`src/hdl/disparity_winner_select_subpixel_unit_assert.svh`:
```
// Assertion helpers shared by the RTL. All use aclk and aresetn of the
// including module.
`ifndef DISPARITY_WINNER_SELECT_SUBPIXEL_UNIT_ASSERT_SVH
`define DISPARITY_WINNER_SELECT_SUBPIXEL_UNIT_ASSERT_SVH

// same-cycle implication
`define DWSS_ASSERT_IMPLIES(lbl, ante, cons, msg) \
    lbl: assert property (@(posedge aclk) disable iff (!aresetn) (ante) |-> (cons)) \
        else $error(msg);

// next-cycle implication
`define DWSS_ASSERT_NEXT(lbl, ante, cons, msg) \
    lbl: assert property (@(posedge aclk) disable iff (!aresetn) (ante) |=> (cons)) \
        else $error(msg);

`endif

```
`src/hdl/dwss_pkg.sv`:
```
package dwss_pkg;

    localparam int MAX_DISP_DEF = 128;

    localparam int COST_W = 16;
    localparam int DISP_W = 16;
    localparam int CONF_W = 8;
    localparam int CFG_W  = 8;
    localparam int D_W    = 19;   // 2*(c0 - 2*c1 + c2), signed
    localparam int DIFF_W = 17;   // c0 - c2, signed
    localparam int CFG_IDX_W = 2;

    localparam logic [CFG_IDX_W-1:0] CFG_IDX_NUM_DISP = 2'd0;
    localparam logic [CFG_IDX_W-1:0] CFG_IDX_MIN_DISP = 2'd1;
    localparam logic [CFG_IDX_W-1:0] CFG_IDX_SUBPIX   = 2'd2;

    localparam logic [CFG_W-1:0]        NUM_DISP_RST = 8'd64;
    localparam logic signed [CFG_W-1:0] MIN_DISP_RST = 8'sd0;
    localparam logic                    SUBPIX_RST   = 1'b1;

    localparam logic [COST_W-1:0] BEST_INIT  = 16'hFFFF;
    localparam logic [COST_W:0]   SECOND_INF = 17'h10000;
    localparam logic [CONF_W-1:0] CONF_MAX   = 8'd255;
    localparam logic [CONF_W-1:0] CONF_ZERO  = 8'd0;

    typedef enum logic [3:0] {
        ST_COLLECT,
        ST_RD0,
        ST_RD1,
        ST_RD2,
        ST_CALC,
        ST_MUL,
        ST_NUM,
        ST_DSTART,
        ST_DIVD,
        ST_CONF,
        ST_DIVC,
        ST_OUT
    } state_t;

    typedef struct packed {
        logic busy;
        logic done;
    } div_status_t;

endpackage

```
`src/hdl/dwss_divider.sv`:
```
module dwss_divider #(
    parameter int DVD_W = 34,
    parameter int DVS_W = 19
) (
    input  logic                  aclk,
    input  logic                  aresetn,
    input  logic                  start,
    input  logic [DVD_W-1:0]      dividend,
    input  logic [DVS_W-1:0]      divisor,
    output logic [DVD_W-1:0]      quotient,
    output dwss_pkg::div_status_t status
);
    import dwss_pkg::*;

    localparam int CNT_W = $clog2(DVD_W + 1);

    logic [DVD_W-1:0] quo_reg;
    logic [DVS_W-1:0] rem_reg;
    logic [DVS_W-1:0] dvs_reg;
    logic [CNT_W-1:0] cnt_reg;
    logic             busy_reg;
    logic             done_reg;

    logic [DVS_W:0] rem_shift;
    logic [DVS_W:0] rem_sub;
    logic           fits;

    // restoring step, one quotient bit per cycle
    always_comb begin
        rem_shift = {rem_reg, quo_reg[DVD_W-1]};
        rem_sub   = rem_shift - {1'b0, dvs_reg};
        fits      = (rem_shift >= {1'b0, dvs_reg});
    end

    always_ff @(posedge aclk) begin
        if (!aresetn) begin
            busy_reg <= 1'b0;
            done_reg <= 1'b0;
            cnt_reg  <= '0;
        end else begin
            done_reg <= 1'b0;
            if (start) begin
                busy_reg <= 1'b1;
                cnt_reg  <= CNT_W'(DVD_W);
            end else if (busy_reg) begin
                cnt_reg <= cnt_reg - CNT_W'(1);
                if (cnt_reg == CNT_W'(1)) begin
                    busy_reg <= 1'b0;
                    done_reg <= 1'b1;
                end
            end
        end
    end

    always_ff @(posedge aclk) begin
        if (start) begin
            quo_reg <= dividend;
            rem_reg <= '0;
            dvs_reg <= divisor;
        end else if (busy_reg) begin
            quo_reg <= {quo_reg[DVD_W-2:0], fits};
            rem_reg <= fits ? rem_sub[DVS_W-1:0] : rem_shift[DVS_W-1:0];
        end
    end

    assign quotient = quo_reg;
    assign status   = '{busy: busy_reg, done: done_reg};

endmodule

```
`src/hdl/disparity_winner_select_subpixel_unit.sv`:
```
// Winner-take-all disparity select with parabolic subpixel refinement.
// Input channel (s_valid/s_ready/s_cost): one aggregated cost per transaction,
// unsigned Q8.8, one per candidate disparity, in disparity order. A pixel is
// num_disparities transactions (clamped to 1..MAX_DISPARITIES).
// Result channel (m_valid/m_ready/m_disparity/m_confidence): one transaction
// per pixel, disparity in signed Q12.4 and an 8-bit uniqueness confidence.
// Config port (cfg_we/cfg_index/cfg_wdata): 0 num_disparities,
// 1 min_disparity, 2 subpixel_enable; other indexes are ignored. Write only
// while idle.
// Timing: costs are taken one per cycle while collecting. After the last cost
// the block drops s_ready and runs a finish sequence: three store reads,
// d/numerator setup, a shared radix-2 divider for the subpixel quotient and
// again for the confidence ratio. The subpixel division is skipped without
// refinement or when d is zero, and the ratio division is skipped when the
// confidence is trivial (best cost zero or no runner-up).
// Reset: config returns to 64 / 0 / 1, the pixel tracker clears, no result
// is pending. The cost store is not cleared; only entries of the current
// pixel are read.
// Stall: a finished result sits in the output register until m_ready; the
// next result waits in the finish state until that register frees.

`include "disparity_winner_select_subpixel_unit_assert.svh"

module disparity_winner_select_subpixel_unit #(
    parameter int MAX_DISPARITIES = dwss_pkg::MAX_DISP_DEF
) (
    input  logic                                  aclk,
    input  logic                                  aresetn,

    input  logic                                  s_valid,
    output logic                                  s_ready,
    input  logic [dwss_pkg::COST_W-1:0]           s_cost,

    output logic                                  m_valid,
    input  logic                                  m_ready,
    output logic signed [dwss_pkg::DISP_W-1:0]    m_disparity,
    output logic [dwss_pkg::CONF_W-1:0]           m_confidence,

    input  logic                                  cfg_we,
    input  logic [dwss_pkg::CFG_IDX_W-1:0]        cfg_index,
    input  logic [dwss_pkg::CFG_W-1:0]            cfg_wdata
);
    import dwss_pkg::*;

    localparam int IDX_W = (MAX_DISPARITIES > 2) ? $clog2(MAX_DISPARITIES) : 1;
    // count compare width: holds MAX_DISPARITIES and any register value
    localparam int EC_W  = (IDX_W + 1 > CFG_W) ? IDX_W + 1 : CFG_W;
    // min_disparity + best_index
    localparam int S_W   = (IDX_W > 7) ? IDX_W + 2 : CFG_W + 1;
    localparam int P_W   = S_W + D_W;
    // 16*(s*d + c0 - c2)
    localparam int NUM_W = P_W + 5;

    localparam logic signed [NUM_W:0] SAT_HI = (NUM_W+1)'(32767);
    localparam logic signed [NUM_W:0] SAT_LO = -(NUM_W+1)'(32768);

    function automatic logic signed [DISP_W-1:0] sat_disp(input logic signed [NUM_W:0] v);
        logic signed [DISP_W-1:0] r;
        if (v > SAT_HI) begin
            r = SAT_HI[DISP_W-1:0];
        end else if (v < SAT_LO) begin
            r = SAT_LO[DISP_W-1:0];
        end else begin
            r = v[DISP_W-1:0];
        end
        return r;
    endfunction

    // ---------------- config registers ----------------
    logic [CFG_W-1:0]        num_disp_reg;
    logic signed [CFG_W-1:0] min_disp_reg;
    logic                    subpix_reg;

    always_ff @(posedge aclk) begin
        if (!aresetn) begin
            num_disp_reg <= NUM_DISP_RST;
            min_disp_reg <= MIN_DISP_RST;
            subpix_reg   <= SUBPIX_RST;
        end else if (cfg_we) begin
            unique case (cfg_index)
                CFG_IDX_NUM_DISP: num_disp_reg <= cfg_wdata;
                CFG_IDX_MIN_DISP: min_disp_reg <= $signed(cfg_wdata);
                CFG_IDX_SUBPIX:   subpix_reg   <= cfg_wdata[0];
                default: ;
            endcase
        end
    end

    // ---------------- state ----------------
    state_t state_reg, state_next;

    logic [IDX_W-1:0]  pos_reg;
    logic [COST_W-1:0] best_reg, best_next;
    logic [COST_W:0]   sec_reg, sec_next;
    logic [IDX_W-1:0]  bi_reg, bi_next;

    logic signed [S_W-1:0]    s_reg;
    logic [COST_W-1:0]        c0_reg, c1_reg, rd_data_reg;
    logic signed [D_W-1:0]    d_reg;
    logic signed [DIFF_W-1:0] diff_reg;
    logic signed [P_W-1:0]    prod_reg;
    logic signed [NUM_W-1:0]  num_reg;
    logic                     neg_reg;
    logic signed [DISP_W-1:0] disp_reg;
    logic [CONF_W-1:0]        conf_reg;

    logic                     m_valid_reg;
    logic signed [DISP_W-1:0] m_disp_reg;
    logic [CONF_W-1:0]        m_conf_reg;

    logic [COST_W-1:0] cost_store [MAX_DISPARITIES];

    // ---------------- collect path ----------------
    logic                     accept;
    logic [EC_W-1:0]          eff_cnt;
    logic                     last_cost;
    logic                     refine_n;
    logic signed [S_W-1:0]    s_n;
    logic signed [NUM_W:0]    plain_disp;

    always_comb begin
        accept = s_valid && s_ready;

        priority if (num_disp_reg == '0) begin
            eff_cnt = EC_W'(1);
        end else if (EC_W'(num_disp_reg) > EC_W'(MAX_DISPARITIES)) begin
            eff_cnt = EC_W'(MAX_DISPARITIES);
        end else begin
            eff_cnt = EC_W'(num_disp_reg);
        end
        last_cost = (EC_W'(pos_reg) + EC_W'(1)) >= eff_cnt;

        // first strict minimum and runner-up
        best_next = best_reg;
        sec_next  = sec_reg;
        bi_next   = bi_reg;
        priority if (pos_reg == '0) begin
            best_next = s_cost;
            sec_next  = SECOND_INF;
            bi_next   = '0;
        end else if (s_cost < best_reg) begin
            sec_next  = {1'b0, best_reg};
            best_next = s_cost;
            bi_next   = pos_reg;
        end else if ({1'b0, s_cost} < sec_reg) begin
            sec_next  = {1'b0, s_cost};
        end

        refine_n = subpix_reg && (bi_next != '0)
                   && ((EC_W'(bi_next) + EC_W'(1)) < eff_cnt);
        s_n        = S_W'(min_disp_reg) + S_W'($signed({1'b0, bi_next}));
        plain_disp = (NUM_W+1)'(s_n) <<< 4;
    end

    // ---------------- sequencer ----------------
    div_status_t          div_st;
    logic                 div_start;
    logic [NUM_W-1:0]     div_dvd;
    logic [D_W-1:0]       div_dvs;
    logic [NUM_W-1:0]     div_quo;
    logic [IDX_W-1:0]     rd_addr;
    logic                 out_load;
    logic [COST_W-1:0]    conf_diff;
    logic                 conf_trivial;

    always_comb begin
        conf_trivial = (best_reg == '0) || (sec_reg == SECOND_INF);
    end

    always_comb begin
        state_next = state_reg;
        unique case (state_reg)
            ST_COLLECT: begin
                if (accept && last_cost) begin
                    state_next = refine_n ? ST_RD0 : ST_CONF;
                end
            end
            ST_RD0:    state_next = ST_RD1;
            ST_RD1:    state_next = ST_RD2;
            ST_RD2:    state_next = ST_CALC;
            ST_CALC:   state_next = ST_MUL;
            ST_MUL:    state_next = ST_NUM;
            ST_NUM:    state_next = ST_DSTART;
            ST_DSTART: state_next = (d_reg == '0) ? ST_CONF : ST_DIVD;
            ST_DIVD: begin
                if (div_st.done) begin
                    state_next = ST_CONF;
                end
            end
            ST_CONF:   state_next = conf_trivial ? ST_OUT : ST_DIVC;
            ST_DIVC: begin
                if (div_st.done) begin
                    state_next = ST_OUT;
                end
            end
            ST_OUT: begin
                if (!m_valid_reg || m_ready) begin
                    state_next = ST_COLLECT;
                end
            end
            default: state_next = ST_COLLECT;
        endcase
    end

    always_comb begin
        s_ready   = 1'b0;
        div_start = 1'b0;
        div_dvd   = '0;
        div_dvs   = '0;
        rd_addr   = bi_reg;
        out_load  = 1'b0;
        conf_diff = sec_reg[COST_W-1:0] - best_reg;
        unique case (state_reg)
            ST_COLLECT: s_ready = 1'b1;
            ST_RD0:     rd_addr = bi_reg - IDX_W'(1);
            ST_RD1:     rd_addr = bi_reg;
            ST_RD2:     rd_addr = bi_reg + IDX_W'(1);
            ST_DSTART: begin
                div_start = (d_reg != '0);
                div_dvd   = num_reg[NUM_W-1] ? NUM_W'(-num_reg) : NUM_W'(num_reg);
                div_dvs   = d_reg[D_W-1] ? D_W'(-d_reg) : D_W'(d_reg);
            end
            ST_CONF: begin
                // 255*(second - best) / second
                div_start = !conf_trivial;
                div_dvd   = NUM_W'({conf_diff, 8'h00} - {8'h00, conf_diff});
                div_dvs   = D_W'(sec_reg[COST_W-1:0]);
            end
            ST_OUT:     out_load = !m_valid_reg || m_ready;
            default: ;
        endcase
    end

    dwss_divider #(
        .DVD_W (NUM_W),
        .DVS_W (D_W)
    ) u_div (
        .aclk     (aclk),
        .aresetn  (aresetn),
        .start    (div_start),
        .dividend (div_dvd),
        .divisor  (div_dvs),
        .quotient (div_quo),
        .status   (div_st)
    );

    // ---------------- control registers ----------------
    always_ff @(posedge aclk) begin
        if (!aresetn) begin
            state_reg   <= ST_COLLECT;
            pos_reg     <= '0;
            best_reg    <= BEST_INIT;
            sec_reg     <= SECOND_INF;
            bi_reg      <= '0;
            m_valid_reg <= 1'b0;
        end else begin
            state_reg <= state_next;
            if (accept) begin
                pos_reg  <= last_cost ? '0 : pos_reg + IDX_W'(1);
                best_reg <= best_next;
                sec_reg  <= sec_next;
                bi_reg   <= bi_next;
            end
            if (out_load) begin
                m_valid_reg <= 1'b1;
            end else if (m_ready) begin
                m_valid_reg <= 1'b0;
            end
        end
    end

    // ---------------- cost store ----------------
    always_ff @(posedge aclk) begin
        if (accept) begin
            cost_store[pos_reg] <= s_cost;
        end
        rd_data_reg <= cost_store[rd_addr];
    end

    // ---------------- datapath ----------------
    always_ff @(posedge aclk) begin
        if (accept && last_cost) begin
            s_reg      <= s_n;
            disp_reg   <= sat_disp(plain_disp);
        end
        if (state_reg == ST_RD1) begin
            c0_reg <= rd_data_reg;
        end
        if (state_reg == ST_RD2) begin
            c1_reg <= rd_data_reg;
        end
        if (state_reg == ST_CALC) begin
            // rd_data_reg holds c2 here
            d_reg <= ($signed({3'b000, c0_reg}) - $signed({2'b00, c1_reg, 1'b0})
                      + $signed({3'b000, rd_data_reg})) <<< 1;
            diff_reg <= $signed({1'b0, c0_reg}) - $signed({1'b0, rd_data_reg});
        end
        if (state_reg == ST_MUL) begin
            prod_reg <= s_reg * d_reg;
        end
        if (state_reg == ST_NUM) begin
            num_reg <= (NUM_W'(prod_reg) + NUM_W'(diff_reg)) <<< 4;
        end
        if (state_reg == ST_DSTART) begin
            neg_reg <= num_reg[NUM_W-1] ^ d_reg[D_W-1];
        end
        if (state_reg == ST_DIVD && div_st.done) begin
            disp_reg <= sat_disp(neg_reg ? -$signed({1'b0, div_quo})
                                         : $signed({1'b0, div_quo}));
        end
        if (state_reg == ST_CONF) begin
            conf_reg <= (best_reg == '0) ? CONF_ZERO : CONF_MAX;
        end
        if (state_reg == ST_DIVC && div_st.done) begin
            conf_reg <= div_quo[CONF_W-1:0];
        end
        if (out_load) begin
            m_disp_reg <= disp_reg;
            m_conf_reg <= conf_reg;
        end
    end

    assign m_valid      = m_valid_reg;
    assign m_disparity  = m_disp_reg;
    assign m_confidence = m_conf_reg;

    // ---------------- assertions ----------------
    `DWSS_ASSERT_IMPLIES(a_div_in_div_state, div_st.busy || div_st.done,
        state_reg == ST_DIVD || state_reg == ST_DIVC, "divider active outside divide states")
    `DWSS_ASSERT_NEXT(a_out_only_from_out, state_reg != ST_OUT && !m_valid_reg,
        !m_valid_reg, "result appeared without passing the output state")
    `DWSS_ASSERT_IMPLIES(a_pos_clear_in_finish, state_reg != ST_COLLECT,
        pos_reg == '0, "cost position not cleared during finish sequence")

endmodule
```
`config.mk`:
```
export PLATFORM = sky130hd
export DESIGN_NAME = disparity_winner_select_subpixel_unit
export DESIGN_NICKNAME = d
export VERILOG_FILES = /design/src/hdl/dwss_pkg.sv /design/src/hdl/dwss_divider.sv /design/src/hdl/disparity_winner_select_subpixel_unit.sv
export VERILOG_INCLUDE_DIRS = /design/src /design/src/hdl
export SDC_FILE = /design/constraint.sdc
export NUM_CORES = 2
export LEC_CHECK = 0
export BUFFER_PORTS_ARGS = -buffer_cell sky130_fd_sc_hd__buf_2
export CAP_MARGIN = 20
export CORE_MARGIN = 2
export CORE_UTILIZATION = 40
export CTS_CLUSTER_DIAMETER = 50
export DETAILED_ROUTE_END_ITERATION = 10
export GPL_TIMING_DRIVEN = 0
export PLACE_DENSITY = 0.57
export SLEW_MARGIN = 20
export SYNTH_ARGS = -nofsm -noshare
export SYNTH_HDL_FRONTEND = slang
export SYNTH_HIERARCHICAL = 1
export SYNTH_SLANG_ARGS = --single-unit
export TNS_END_PERCENT = 5
```
`constraint.sdc`:
```
create_clock -name aclk -period 5.31 [get_ports aclk]
set_input_delay 0.531 -clock aclk [delete_from_list [all_inputs] [get_ports aclk]]
set_output_delay 0.531 -clock aclk [all_outputs]
set_load 0.1 [all_outputs]
```
==> results.cfg <==
[worst_setup_path]
arrival_ns = 6.33
critPathRequiredTime_ns = 6.02
path_max_fanout = 10
cp-start-kind = flip-flop
worstSetupPathType = flip-flop to flip-flop
end_kind = flip-flop
reg2regPathDepth = 12

[floorplanning]
initial_core_util = 0.402
core_area_sq_um = 265000
die_area_sq_um = 271000
fp-row-count = 189
die_w_um = 520
ios = 57
fp.dieH_um = 520

[synthesis]
syn_area_sq_um = 107000
avgSynthCellArea_sq_um = 15.9
synth.net_count = 7108
yosys_warnings = 6
netlist_instances = 6698

[outcome]
status = finished, violations left
violations = setup timing

[global_routing]
antenna_found_initial = 11
grt_pass1_wl_um = 458000
track_usage = 0.235
grt_max_degree = 101
grt_overflow = 0
grt_pass1_vias = 62700

[clocking]
cts_made_buffers = 299
clk_pin_slew_ns = 0.06
cts_sinks = 2392
clk_latency_ns = 0.96
cts.path.max_buffers = 4
root_buffer = clkbuf_16
htree_levels = 5
cts_tree = done

[routing]
drt_pre_antenna_iters = 8
antenna_left = 0
drtIter0Drc = 8314
drc = 0
wl_um = 322000
wl_per_cell_um = 29.2
vias = 63700
via_per_inst = 5.77

[layout]
multi_input_area_sq_um = 34900
final_cells = 11000
final_nets = 7681
drive_gt1_frac = 0.238
fillCellCount = 22500
syn_to_final_growth_pct = 18.0
regArea_sq_um = 70700
largest_register_ff_count = 2048

[worst_hold_path]
hold_class = primary input to flip-flop
whs_path_depth = 1

[flow_run]
cap_violations = 0

[sta]
holdWs_ns = 0.0169
final-hold-violation-count = 0
clock_skew_ns = 0.0640
tightest_slew_ns = 1.20
drv_slew = 0
slew_headroom = 0.200
setup_ws_ns = -0.309
clock.fmax_mhz = 178
fin_crit_ns = 5.62
rsz0062_at_grt = true
finalSetupViolations = 17
min_period_over_period = 1.06

[power]
p_per_area_nw_per_um2 = 548
vdd_drop_max_mv = 0.508
p_leak_uw = 0.0432

[placed_design]
hpwl_um = 226000
io_buffer_count = 56
gp_congestion = 0.956
place_inst = 10400
==> worst max-delay path, stage by stage, from the launching register on <==
cell and delay (ns):
dfxtp_1 0.44, nor3b_4 0.41, clkbuf_4 0.31, nand2_1 0.21
ha_1 0.43, a21oi_1 0.08, o21bai_1 0.22, xor2_1 0.23
a21o_1 0.49, clkbuf_1 0.68, clkbuf_2 0.62, o221ai_1 0.24
a222oi_1 1.04
==> final timing paths <==
path	to	startpoint	slack [ns]
setup / recovery	rd_data_reg[12]$_DFF_P_	state_reg[0]$_SDFFE_PN0P_	-0.31
hold reg to reg	m_disparity[3]$_DFFE_PP_	disp_reg[3]$_DFFE_PP_	0.41
setup reg to reg	rd_data_reg[12]$_DFF_P_	state_reg[0]$_SDFFE_PN0P_	-0.31
hold / removal	cost_store[12][6]$_DFFE_PP_	s_cost[6]	0.02
==> layout by cell type, fill, tap and decap left out, drive strengths merged, types with 39 or more instances in the layout <==
| cell | n |
|---|---|
| o22ai | 41 |
| nor3 | 47 |
| nand2b | 39 |
| xnor2 | 127 |
| xor2 | 77 |
| inv | 325 |
| nor2 | 292 |
| mux2 | 42 |
| edfxtp | 2280 |
| ha | 225 |
| nor2b | 58 |
| o21ai | 121 |
| clkinv | 82 |
| a311oi | 64 |
| and2 | 97 |
| nand2 | 816 |
| a21oi | 126 |
| nand3 | 136 |
| mux4 | 512 |
| dfxtp | 112 |
| fa | 154 |
| buf | 396 |
| a21o | 47 |
| and3 | 116 |
| a31oi | 84 |
| clkbuf | 555 |
==> layer usage <==
layer	routed length [um]	up-vias	track usage	part of all wire
met1	134000	33100	0.335	0.42
met3	30900	549	0.0509	0.096
met5	104	-	0	0.00032
li1	-	27000	-	-
met2	144000	3026	0.355	0.45
met4	12300	4	0.0846	0.038
==> report_power, final <==
| group | switching, uW | internal, uW | leakage [uW] |
|---|---|---|---|
| clock | 7860 | 12100 | 0.00467 |
| sequential | 310 | 21400 | 0.0214 |
| combinational | 17300 | 9910 | 0.0171 |
| total | 25500 | 43400 | 0.0432 |
==> metrics by stage <==
| step | setup TNS (ns) | area (sq um) | total power, uW | util | setup slack [ns] |
|---|---|---|---|---|---|
| 2_1_floorplan | -1.10 | 107000 | 37200 | - | -0.325 |
| 3_3_place_gp | -129.60 | 111000 | 46900 | 0.420 | -3.00 |
| 3_5_place_dp | -78.30 | 114000 | 47300 | 0.430 | -2.96 |
| 4_1_cts | -0.548 | 125000 | 68400 | 0.473 | -0.112 |
| 5_1_grt | -3.72 | 126000 | 71300 | 0.474 | -0.302 |
| 6_report | -2.68 | 126000 | 68900 | 0.475 | -0.309 |
==> timing repair <==
action	in CTS	in global routing
cloned	0	1
pin swaps	38	33
hold buffers	27	0
gates resized for setup	336	70
hold endpoints to repair	60	0
endpoints found under the setup margin	65	52
buffers inserted	60	12
==> final cells by class <==
type	count	area share
diodes	10	0.000199
plain buffers	333	0.0145
clock buffers	360	0.0630
clock inverters	153	0.0135
inverters	301	0.00903
multi-input cells	3653	0.277
flip-flops and latches	2392	0.562
well taps	3533	0.0351
repair buffers	291	0.0255
Power figures use the tool's default switching activity.
